<file path="src/sv/ecad_pkg.sv">
// Package for the event code activity display: types, command codes, constants.
// No dependencies.
package ecad_pkg;
    localparam int NumCodesDefault = 127;
    localparam int CodesPerRowDefault = 10;

    localparam logic [1:0] OP_EVENT = 2'd0;
    localparam logic [1:0] OP_TICK  = 2'd1;
    localparam logic [1:0] OP_CLEAR = 2'd2;

    localparam logic [1:0] CMD_DRAW  = 2'd0;
    localparam logic [1:0] CMD_ERASE = 2'd1;
    localparam logic [1:0] CMD_CLEAR = 2'd2;

    localparam logic [1:0] REG_HOLD   = 2'd0;
    localparam logic [1:0] REG_CWIDTH = 2'd1;
    localparam logic [1:0] REG_CHEIGHT = 2'd2;

    typedef enum logic [2:0] {
        ST_IDLE,
        ST_READ,
        ST_LINK,
        ST_RELINK,
        ST_GEOM,
        ST_OUT
    } ecad_state_t;

    // controller -> datapath
    typedef struct packed {
        logic load_item;
        logic read_mem;
        logic do_link;
        logic do_relink;
        logic do_geom;
        logic show_out;
    } ecad_cmd_t;

    // datapath -> controller
    typedef struct packed {
        logic ignore;
        logic no_result;
        logic needs_relink;
    } ecad_status_t;
endpackage

</file>
<file path="src/sv/ecad_ctrl.sv">
// Controller state machine for the event code activity display.
// Depends on ecad_pkg.
module ecad_ctrl (
    input  logic                  aclk,
    input  logic                  aresetn,
    input  logic                  s_tvalid,
    output logic                  s_tready,
    input  logic                  out_busy,
    input  ecad_pkg::ecad_status_t status,
    output ecad_pkg::ecad_cmd_t   cmd
);
    import ecad_pkg::*;

    ecad_state_t state_reg, state_next;

    always_ff @(posedge aclk) begin
        if (!aresetn) begin
            state_reg <= ST_IDLE;
        end else begin
            state_reg <= state_next;
        end
    end

    always_comb begin
        state_next = state_reg;
        cmd = '0;
        s_tready = 1'b0;
        unique case (state_reg)
            ST_IDLE: begin
                s_tready = 1'b1;
                if (s_tvalid) begin
                    cmd.load_item = 1'b1;
                    state_next = ST_READ;
                end
            end
            ST_READ: begin
                cmd.read_mem = 1'b1;
                state_next = ST_LINK;
            end
            ST_LINK: begin
                if (status.ignore) begin
                    state_next = ST_IDLE;
                end else begin
                    cmd.do_link = 1'b1;
                    state_next = status.needs_relink ? ST_RELINK : ST_GEOM;
                end
            end
            ST_RELINK: begin
                cmd.do_relink = 1'b1;
                state_next = ST_GEOM;
            end
            ST_GEOM: begin
                if (status.no_result) begin
                    state_next = ST_IDLE;
                end else if (!out_busy) begin
                    cmd.do_geom = 1'b1;
                    state_next = ST_OUT;
                end
            end
            ST_OUT: begin
                cmd.show_out = 1'b1;
                state_next = ST_IDLE;
            end
            default: state_next = ST_IDLE;
        endcase
    end

    a_ready_idle: assert property (@(posedge aclk) disable iff (!aresetn)
        s_tready |-> state_reg == ST_IDLE) else $error("input taken outside idle");
    a_geom_waits: assert property (@(posedge aclk) disable iff (!aresetn)
        cmd.do_geom |-> !out_busy) else $error("result overwrites pending item");
    a_out_follows: assert property (@(posedge aclk) disable iff (!aresetn)
        cmd.do_geom |=> cmd.show_out) else $error("result not presented");
endmodule

</file>
<file path="config.mk">
export PLATFORM = sky130hd
export DESIGN_NAME = ecad_ctrl
export DESIGN_NICKNAME = d
export VERILOG_FILES = /design/src/sv/ecad_pkg.sv /design/src/sv/ecad_ctrl.sv
export SDC_FILE = /design/constraint.sdc
export NUM_CORES = 1
export LEC_CHECK = 0
export ABC_CLOCK_PERIOD_IN_PS = 2000
export BUFFER_PORTS_ARGS = -buffer_cell sky130_fd_sc_hd__buf_2
export CORE_AREA = 2 2 39 41
export DETAILED_ROUTE_END_ITERATION = 10
export DIE_AREA = 0 0 41 43
export SLEW_MARGIN = 15
export SYNTH_ARGS = -nofsm -noshare
export SYNTH_HDL_FRONTEND = slang
export SYNTH_SLANG_ARGS = --single-unit
</file>
<file path="constraint.sdc">
create_clock -name aclk -period 2 [get_ports aclk]
set_clock_uncertainty 0.1 [all_clocks]
set_input_delay 0 -clock aclk [delete_from_list [all_inputs] [get_ports aclk]]
set_output_delay 0 -clock aclk [all_outputs]
set_load 0.005 [all_outputs]
</file>
==> metrics.md, run 1 <==
| Metric | Value |
|---|---|
| Fraction of the mapped netlist area in simple logic gates | `0.544` |
| Max-cap violations | `0` |
| DRT antenna net count | `0` |
| Sink count of the clock tree | `3` |
| Switching pwr | `50.6 uW` |
| Distinct cell type count after synthesis | `15` |
| Endpoint arrival time on the critical path | `1.70 ns` |
| ANT cells | `0` |
| Commonest cells post-synth | `3 x sky130_fd_sc_hd__dfxtp_1, 3 x sky130_fd_sc_hd__nor2_1, 3 x sky130_fd_sc_hd__nor2b_1, 2 x sky130_fd_sc_hd__and2_1, 2 x sky130_fd_sc_hd__o21ai_0` |
| Maximum buffer depth of the clock tree | `2` |
| Total buffers and inverters traversed by the critical path | `1` |
| Max frequency | `0.616 GHz` |
| Post-synth top area share | `0.300` |
| CTS Root Cell | `sky130_fd_sc_hd__clkbuf_4` |
| TritonCTS clock tree | `done` |
| Sw Ratio | `0.239` |
| Maximum number of pins on one net before global-route repair | `9` |
| Final layout net count | `51` |
| Number of storage elements in the synthesis netlist | `3` |
| Worst max-slew margin expressed relative to the limit | `0.835` |
| Critical path origin | `state_reg[1]$_SDFFE_PN0P_` |
| Unrepaired setup endpoints after global routing | `no` |
| CTS buffer count | `3` |
| Synth-to-Final Area Change | `70.6%` |
| HP Class | `input pin to flop` |
| DP Worst Slack | `~0.75 ns` |
| Total area of sequential cells | `about 60 um2` |
| Total Die Area | `1760 um2` |
| Number of hold-slack violations in the final timing report | `0` |
| Antenna violations before repair | `0` |
| Slowest CP cell | `sky130_fd_sc_hd__dlygate4sd3_1` |
| Sequential group share of total power | `0.327` |
| VDD IR max | `between 0.0002 and 0.00025 V` |
| Height of the die | `around 43 um` |
| Synthesized-area fraction occupied by xor and xnor cells | `0` |
| PwrDens | `a little over 600 nW/um2` |
| Asr flop ratio synth | `0` |
| Effective utilization at floorplan | `0.145` |
| Routed length per instance | `9.22 um` |
| Startpoint types | `flop` |
| Largest family of logic cells by synthesized area | `simple AND/OR/NAND/NOR gates` |
| Clock insertion delay at the later pin of the skew report | `0.23 ns` |
| Cell type with the highest aggregate area in the netlist | `sky130_fd_sc_hd__dfxtp_1` |
| Fill cell instance count of the final layout | `157` |
| Share of the synthesized area in compound gates (AO/OA/AOI/OAI) | `0.156` |
| Largest register FFs | `3` |
| Post-route setup TNS | `0 ns` |
| Via-to-Cell Ratio | `3.97` |
| Port bufs | `13` |
| Syn Inst Count | `23` |
| Clock share of power | `0.497` |
| Horiz. Die Dim | `41 um` |
| Worst-path cell chain | `nor4b_2, a21oi_1, nor2b_1, dlygate4sd3_1` |
| Internal | `161 uW` |
| Final critical-path share of the clock period | `0.812` |
| Final Worst Setup Slack | `0.376 ns` |
| Critical path type | `flop to flop` |
| HPWL reported at the end of detailed placement | `427 um` |
| Total grt overflow | `0` |
| Share of the yosys chip area belonging to registers | `0.300` |
| Crit path largest cell delay | `between 0.5 and 0.6 ns` |
| Gp weighted congestion | `roughly 0.70` |
| Average footprint of a synthesized cell | `8.70 um2` |
| Critical path required time | `between 2 and 2.5 ns` |
| Layout cells sized above 1 | `0.442` |
| Yosys warning count | `0` |
| Number of global-route vias before repair | `220` |
| Initial detailed-routing violation count | `0` |
| Dominant register cell in the synthesized netlist | `sky130_fd_sc_hd__dfxtp_1` |
| Number of ports placed on the die boundary | `14` |
| Number of standard-cell rows in the floorplan | `14` |
| Count of TritonRoute iterations in the first routing pass | `1` |
| Fin. max-slew vios | `0` |
| Slew at the pin closest to its max-slew limit | `0.247 ns` |
| Final Routed Wirelength | `544 um` |
| Floorplan Core Area | `~1400 um2` |
| Drc violations | `0` |
| Post-layout minimum cycle time | `1.62 ns` |
| Adder-cell share of the synthesized area | `0` |
| Static leakage | `about 0.00016 uW` |
| Post-synthesis instance area | `200 um2` |
| Clock transition at the registers of the reported paths | `0.04 ns` |
| Top fanout value on the critical path | `8` |
| # setup viols final | `0` |
| Overall via count from detail_route | `234` |
| Multi-input gate area | `140 um2` |
| First-pass GRT wire length | `828 um` |
| Syn nets | `30` |
| Cell types with the largest area share after synthesis | `sky130_fd_sc_hd__dfxtp_1 30%, sky130_fd_sc_hd__nor2b_1 9.4%, sky130_fd_sc_hd__nor4b_2 7.5%` |
| Logic gate share of total power | `0.176` |
| # H-tree levels | `1` |
| Origin of the worst min-delay path | `status[0]` |
| Endpoint type of the worst setup path | `flop` |
| Multiplexer share of the synthesized area | `0` |
| EDFF count, synth | `0` |
| Reg2Reg Launch Point | `state_reg[1]$_SDFFE_PN0P_` |
| Outcome | `completed` |
| GRT Util Overall | `0.0731` |
| Cell type group with the largest total delay on the critical path | `buffers and inverters` |
## cells in the final DEF (no fill, tap or decap), drive strengths merged
cell type	count
and4b	1
dfxtp	3
clkbuf	4
o21ai	2
and2b	1
buf	13
nor2b	3
nor2	3
nor3b	1
nor4b	1
nor3	1
and3b	1
or4b	1
a21oi	1
a21boi	1
dlygate4sd3	3
o2bb2ai	1
and2	2
## tightest hold or removal path, stage by stage
cell and delay [ns]:
sky130_fd_sc_hd__buf_2 0.09, sky130_fd_sc_hd__nor2_1 0.04, sky130_fd_sc_hd__o21ai_0 0.17, sky130_fd_sc_hd__a21boi_1 0.07
## layout make-up
class	instances	area share
sequential	3	0.176
tap	16	0.0586
timing repair buffer	16	0.278
multi-input combinational	20	0.410
clock buffer	4	0.0769
## power by group through the flow
stage | clock [uW] | combinational (uW) | sequential, uW
floorplan | 0 | 16.7 | 68.7
global placement | 0 | 32.9 | 70.3
detailed placement | 0 | 33.1 | 70.5
CTS | 112 | 37.6 | 69.5
global route | 115 | 41.7 | 70.3
finish | 105 | 37.3 | 69.4
## logic make-up (layout without fill, tap and decap cells)
logic type	count (synthesis)	after routing
simple gates	15	15
compound gates	5	5
flops	3	3
buf+inv	0	20
## per-layer routing
metal | vias to the layer above | GRT usage | share of wire
met5 | - | 0 | 0
met4 | 0 | 0.0600 | 0
met3 | 0 | 0.0366 | 0.083
met2 | 9 | 0.100 | 0.51
met1 | 101 | 0.0799 | 0.41
li1 | 124 | - | -
## final timing paths
| check | end | slack (ns) | depth (start not counted) |
|---|---|---|---|
| max | state_reg[1]$_SDFFE_PN0P_ | 0.38 | 4 |
| min | state_reg[2]$_SDFFE_PN0P_ | 0.09 | 4 |
| max reg2reg | state_reg[1]$_SDFFE_PN0P_ | 0.38 | 4 |
| min reg2reg | state_reg[0]$_SDFFE_PN0P_ | 0.54 | 1 |
## metrics by stage
step	util	std cells	hold slack (ns)	cell area [um2]	total power, uW
6_report	0.247	59	0.0933	342	212
3_3_place_gp	0.206	52	0.130	285	103
5_1_grt	0.247	59	0.129	342	227
4_1_cts	0.247	59	0.0948	342	219
3_5_place_dp	0.206	52	0.135	285	104
2_1_floorplan	-	23	-0.0695	200	85.4
## repair_timing
action                                  in CTS  in global routing
hold buffers                                 3                  0
setup buffers                                0                  0
hold endpoints to repair                     3                  0
endpoints found under the setup margin       0                  0
resized for setup                            0                  0
(Power assumes the default switching activity.)
==> inputs of run 2 (changes only) <==
--- a/config.mk
+++ b/config.mk
@@ -5,7 +5,7 @@
 export SDC_FILE = /design/constraint.sdc
 export NUM_CORES = 1
 export LEC_CHECK = 0
-export ABC_CLOCK_PERIOD_IN_PS = 2000
+export ABC_CLOCK_PERIOD_IN_PS = 1450
 export BUFFER_PORTS_ARGS = -buffer_cell sky130_fd_sc_hd__buf_2
 export CORE_AREA = 2 2 39 41
 export DETAILED_ROUTE_END_ITERATION = 10
==> constraint.sdc (replaced) <==
create_clock -name aclk -period 1.45 [get_ports aclk]
set_clock_uncertainty 0.1 [all_clocks]
set_input_delay 0 -clock aclk [delete_from_list [all_inputs] [get_ports aclk]]
set_output_delay 0 -clock aclk [all_outputs]
set_load 0.005 [all_outputs]
==> metrics.md, run 2 (synthesis results as in run 1) <==
| Metric | Value |
|---|---|
| Routed length per instance | `9.17 um` |
| Count of TritonRoute iterations in the first routing pass | `3` |
| Slew at the pin closest to its max-slew limit | `between 0.2 and 0.25 ns` |
| Outcome | `completed` |
| Height of the die | `~43 um` |
| Top layer used by detailed routing | `met4` |
| Initial detailed-routing violation count | `3` |
| Antenna violations before repair | `0` |
| Post-route setup TNS | `0 ns` |
| Port bufs | `13` |
| Endpoint arrival time on the critical path | `1.33 ns` |
| Endpoint type of the worst setup path | `primary output` |
| Number of ports placed on the die boundary | `14` |
| Sink count of the clock tree | `3` |
| GRT Util Overall | `0.0822` |
| Post-layout minimum cycle time | `around 1.4 ns` |
| Via-to-Cell Ratio | `~4.0` |
| Overall via count from detail_route | `239` |
| Number of standard-cell rows in the floorplan | `14` |
| # H-tree levels | `1` |
| Final Worst Setup Slack | `about 0.024 ns` |
| Maximum number of pins on one net before global-route repair | `9` |
| Effective utilization at floorplan | `0.145` |
| Horiz. Die Dim | `41 um` |
| HPWL reported at the end of detailed placement | `between 400 and 500 um` |
| Fin. max-slew vios | `0` |
| Most common library cell in the layout ignoring fill and taps | `sky130_fd_sc_hd__buf_2` |
| Synth-to-Final Area Change | `83.1%` |
| CTS Root Cell | `sky130_fd_sc_hd__clkbuf_4` |
| Routed length on met1 | `239 um` |
| Worst max-slew margin expressed relative to the limit | `0.837` |
| HP Class | `input pin to flop` |
| Unrepaired setup endpoints after global routing | `yes` |
| Largest register FFs | `3` |
| Final critical-path share of the clock period | `0.983` |
| Critical path type | `flop to primary output` |
| Finished layout cell area | `~370 um2` |
| DRT antenna net count | `0` |
| Total area of sequential cells | `71.3 um2` |
| Final layout net count | `52` |
| Total grt overflow | `0` |
| CTS buffer count | `3` |
| Critical path required time | `1.35 ns` |
| Met3 WL post-DR | `just under 50 um` |
| Total Die Area | `~1800 um2` |
| Startpoint types | `flop` |
| Post-DP Area | `285 um2` |
| Number of global-route vias before repair | `223` |
| Drc violations | `0` |
| First-pass GRT wire length | `876 um` |
| Fill cell instance count of the final layout | `between 150 and 200` |
| Hold slack | `0.0444 ns` |
| VDD IR max | `0.000194 V` |
| Floorplan Core Area | `1380 um2` |
| Static leakage | `0.000168 uW` |
| Max-cap violations | `0` |
| # setup viols final | `0` |
| Met2 WL | `240 um` |
| Final Routed Wirelength | `550 um` |
| Gp weighted congestion | `between 0.6 and 0.7` |
| PwrDens | `between 800 and 900 nW/um2` |
| Top fanout value on the critical path | `4` |
| ANT cells | `0` |
| Clock insertion delay at the later pin of the skew report | `~0.24 ns` |
| Maximum buffer depth of the clock tree | `2` |
| Clock transition at the registers of the reported paths | `0.04 ns` |
| Multi-input gate area | `144 um2` |
| Number of hold-slack violations in the final timing report | `0` |
| Final Util | `0.265` |
| Layout cells sized above 1 | `0.545` |
| DP Worst Slack | `0.215 ns` |
| TritonCTS clock tree | `done` |
| Max frequency | `about 0.70 GHz` |
==> run 2: cell count changes in the layout (fill, tap and decap cells not counted), sizes merged <==
cell | previous run | this run
buf | 13 | 14
==> run 2: worst max-delay path, cell delays in order (launching register included) <==
cell,delay (ns)
sky130_fd_sc_hd__dfxtp_4,0.34
sky130_fd_sc_hd__or4b_4,0.53
sky130_fd_sc_hd__nor2_1,0.11
sky130_fd_sc_hd__buf_2,0.11
==> run 2: timing repair <==
item / CTS / global route
hold buffers: 3 / 0
gates cloned: 0 / 0
buffers inserted: 0 / 2
resized for setup: 4 / 3
endpoints found under the setup margin: 1 / 1
pin swaps: 0 / 1
hold endpoints to repair: 3 / 0
==> run 2: routing by layer <==
layer  vias to the layer above  GRT usage
met3                         2     0.0366
li1                        130          -
met4                         0      0.100
met5                         -          0
met1                        96     0.0958
met2                        11     0.0938
==> run 2: where the power goes <==
group / internal, uW / switching (uW) / total, uW
Sequential: 85.5 / 5.53 / 91.0
Clock: 103 / 48.0 / 151
Combinational: 35.9 / 23.3 / 59.1
==> run 2: final timing paths <==
check | start | endpoint | slack (ns) | depth (start not counted)
hold reg to reg | state_reg[1]$_SDFFE_PN0P_ | state_reg[2]$_SDFFE_PN0P_ | 0.46 | 2
setup reg to reg | state_reg[0]$_SDFFE_PN0P_ | state_reg[1]$_SDFFE_PN0P_ | 0.26 | 4
hold / removal | status[2] | state_reg[2]$_SDFFE_PN0P_ | 0.04 | 4
setup / recovery | state_reg[1]$_SDFFE_PN0P_ | cmd[1] | 0.02 | 3
==> run 2: per-stage QoR <==
step / total power [uW] / instances
global placement: 142 / 52
floorplan: 118 / 23
detailed placement: 143 / 52
finish: 302 / 60
global route: 325 / 60
CTS: 305 / 59
==> run 2: cell type report <==
type,count,share of cell area
Multi-Input combinational cell,20,0.392
Timing Repair Buffer,17,0.287
Clock buffer,4,0.0717
Sequential cell,3,0.195
Tap cell,16,0.0546
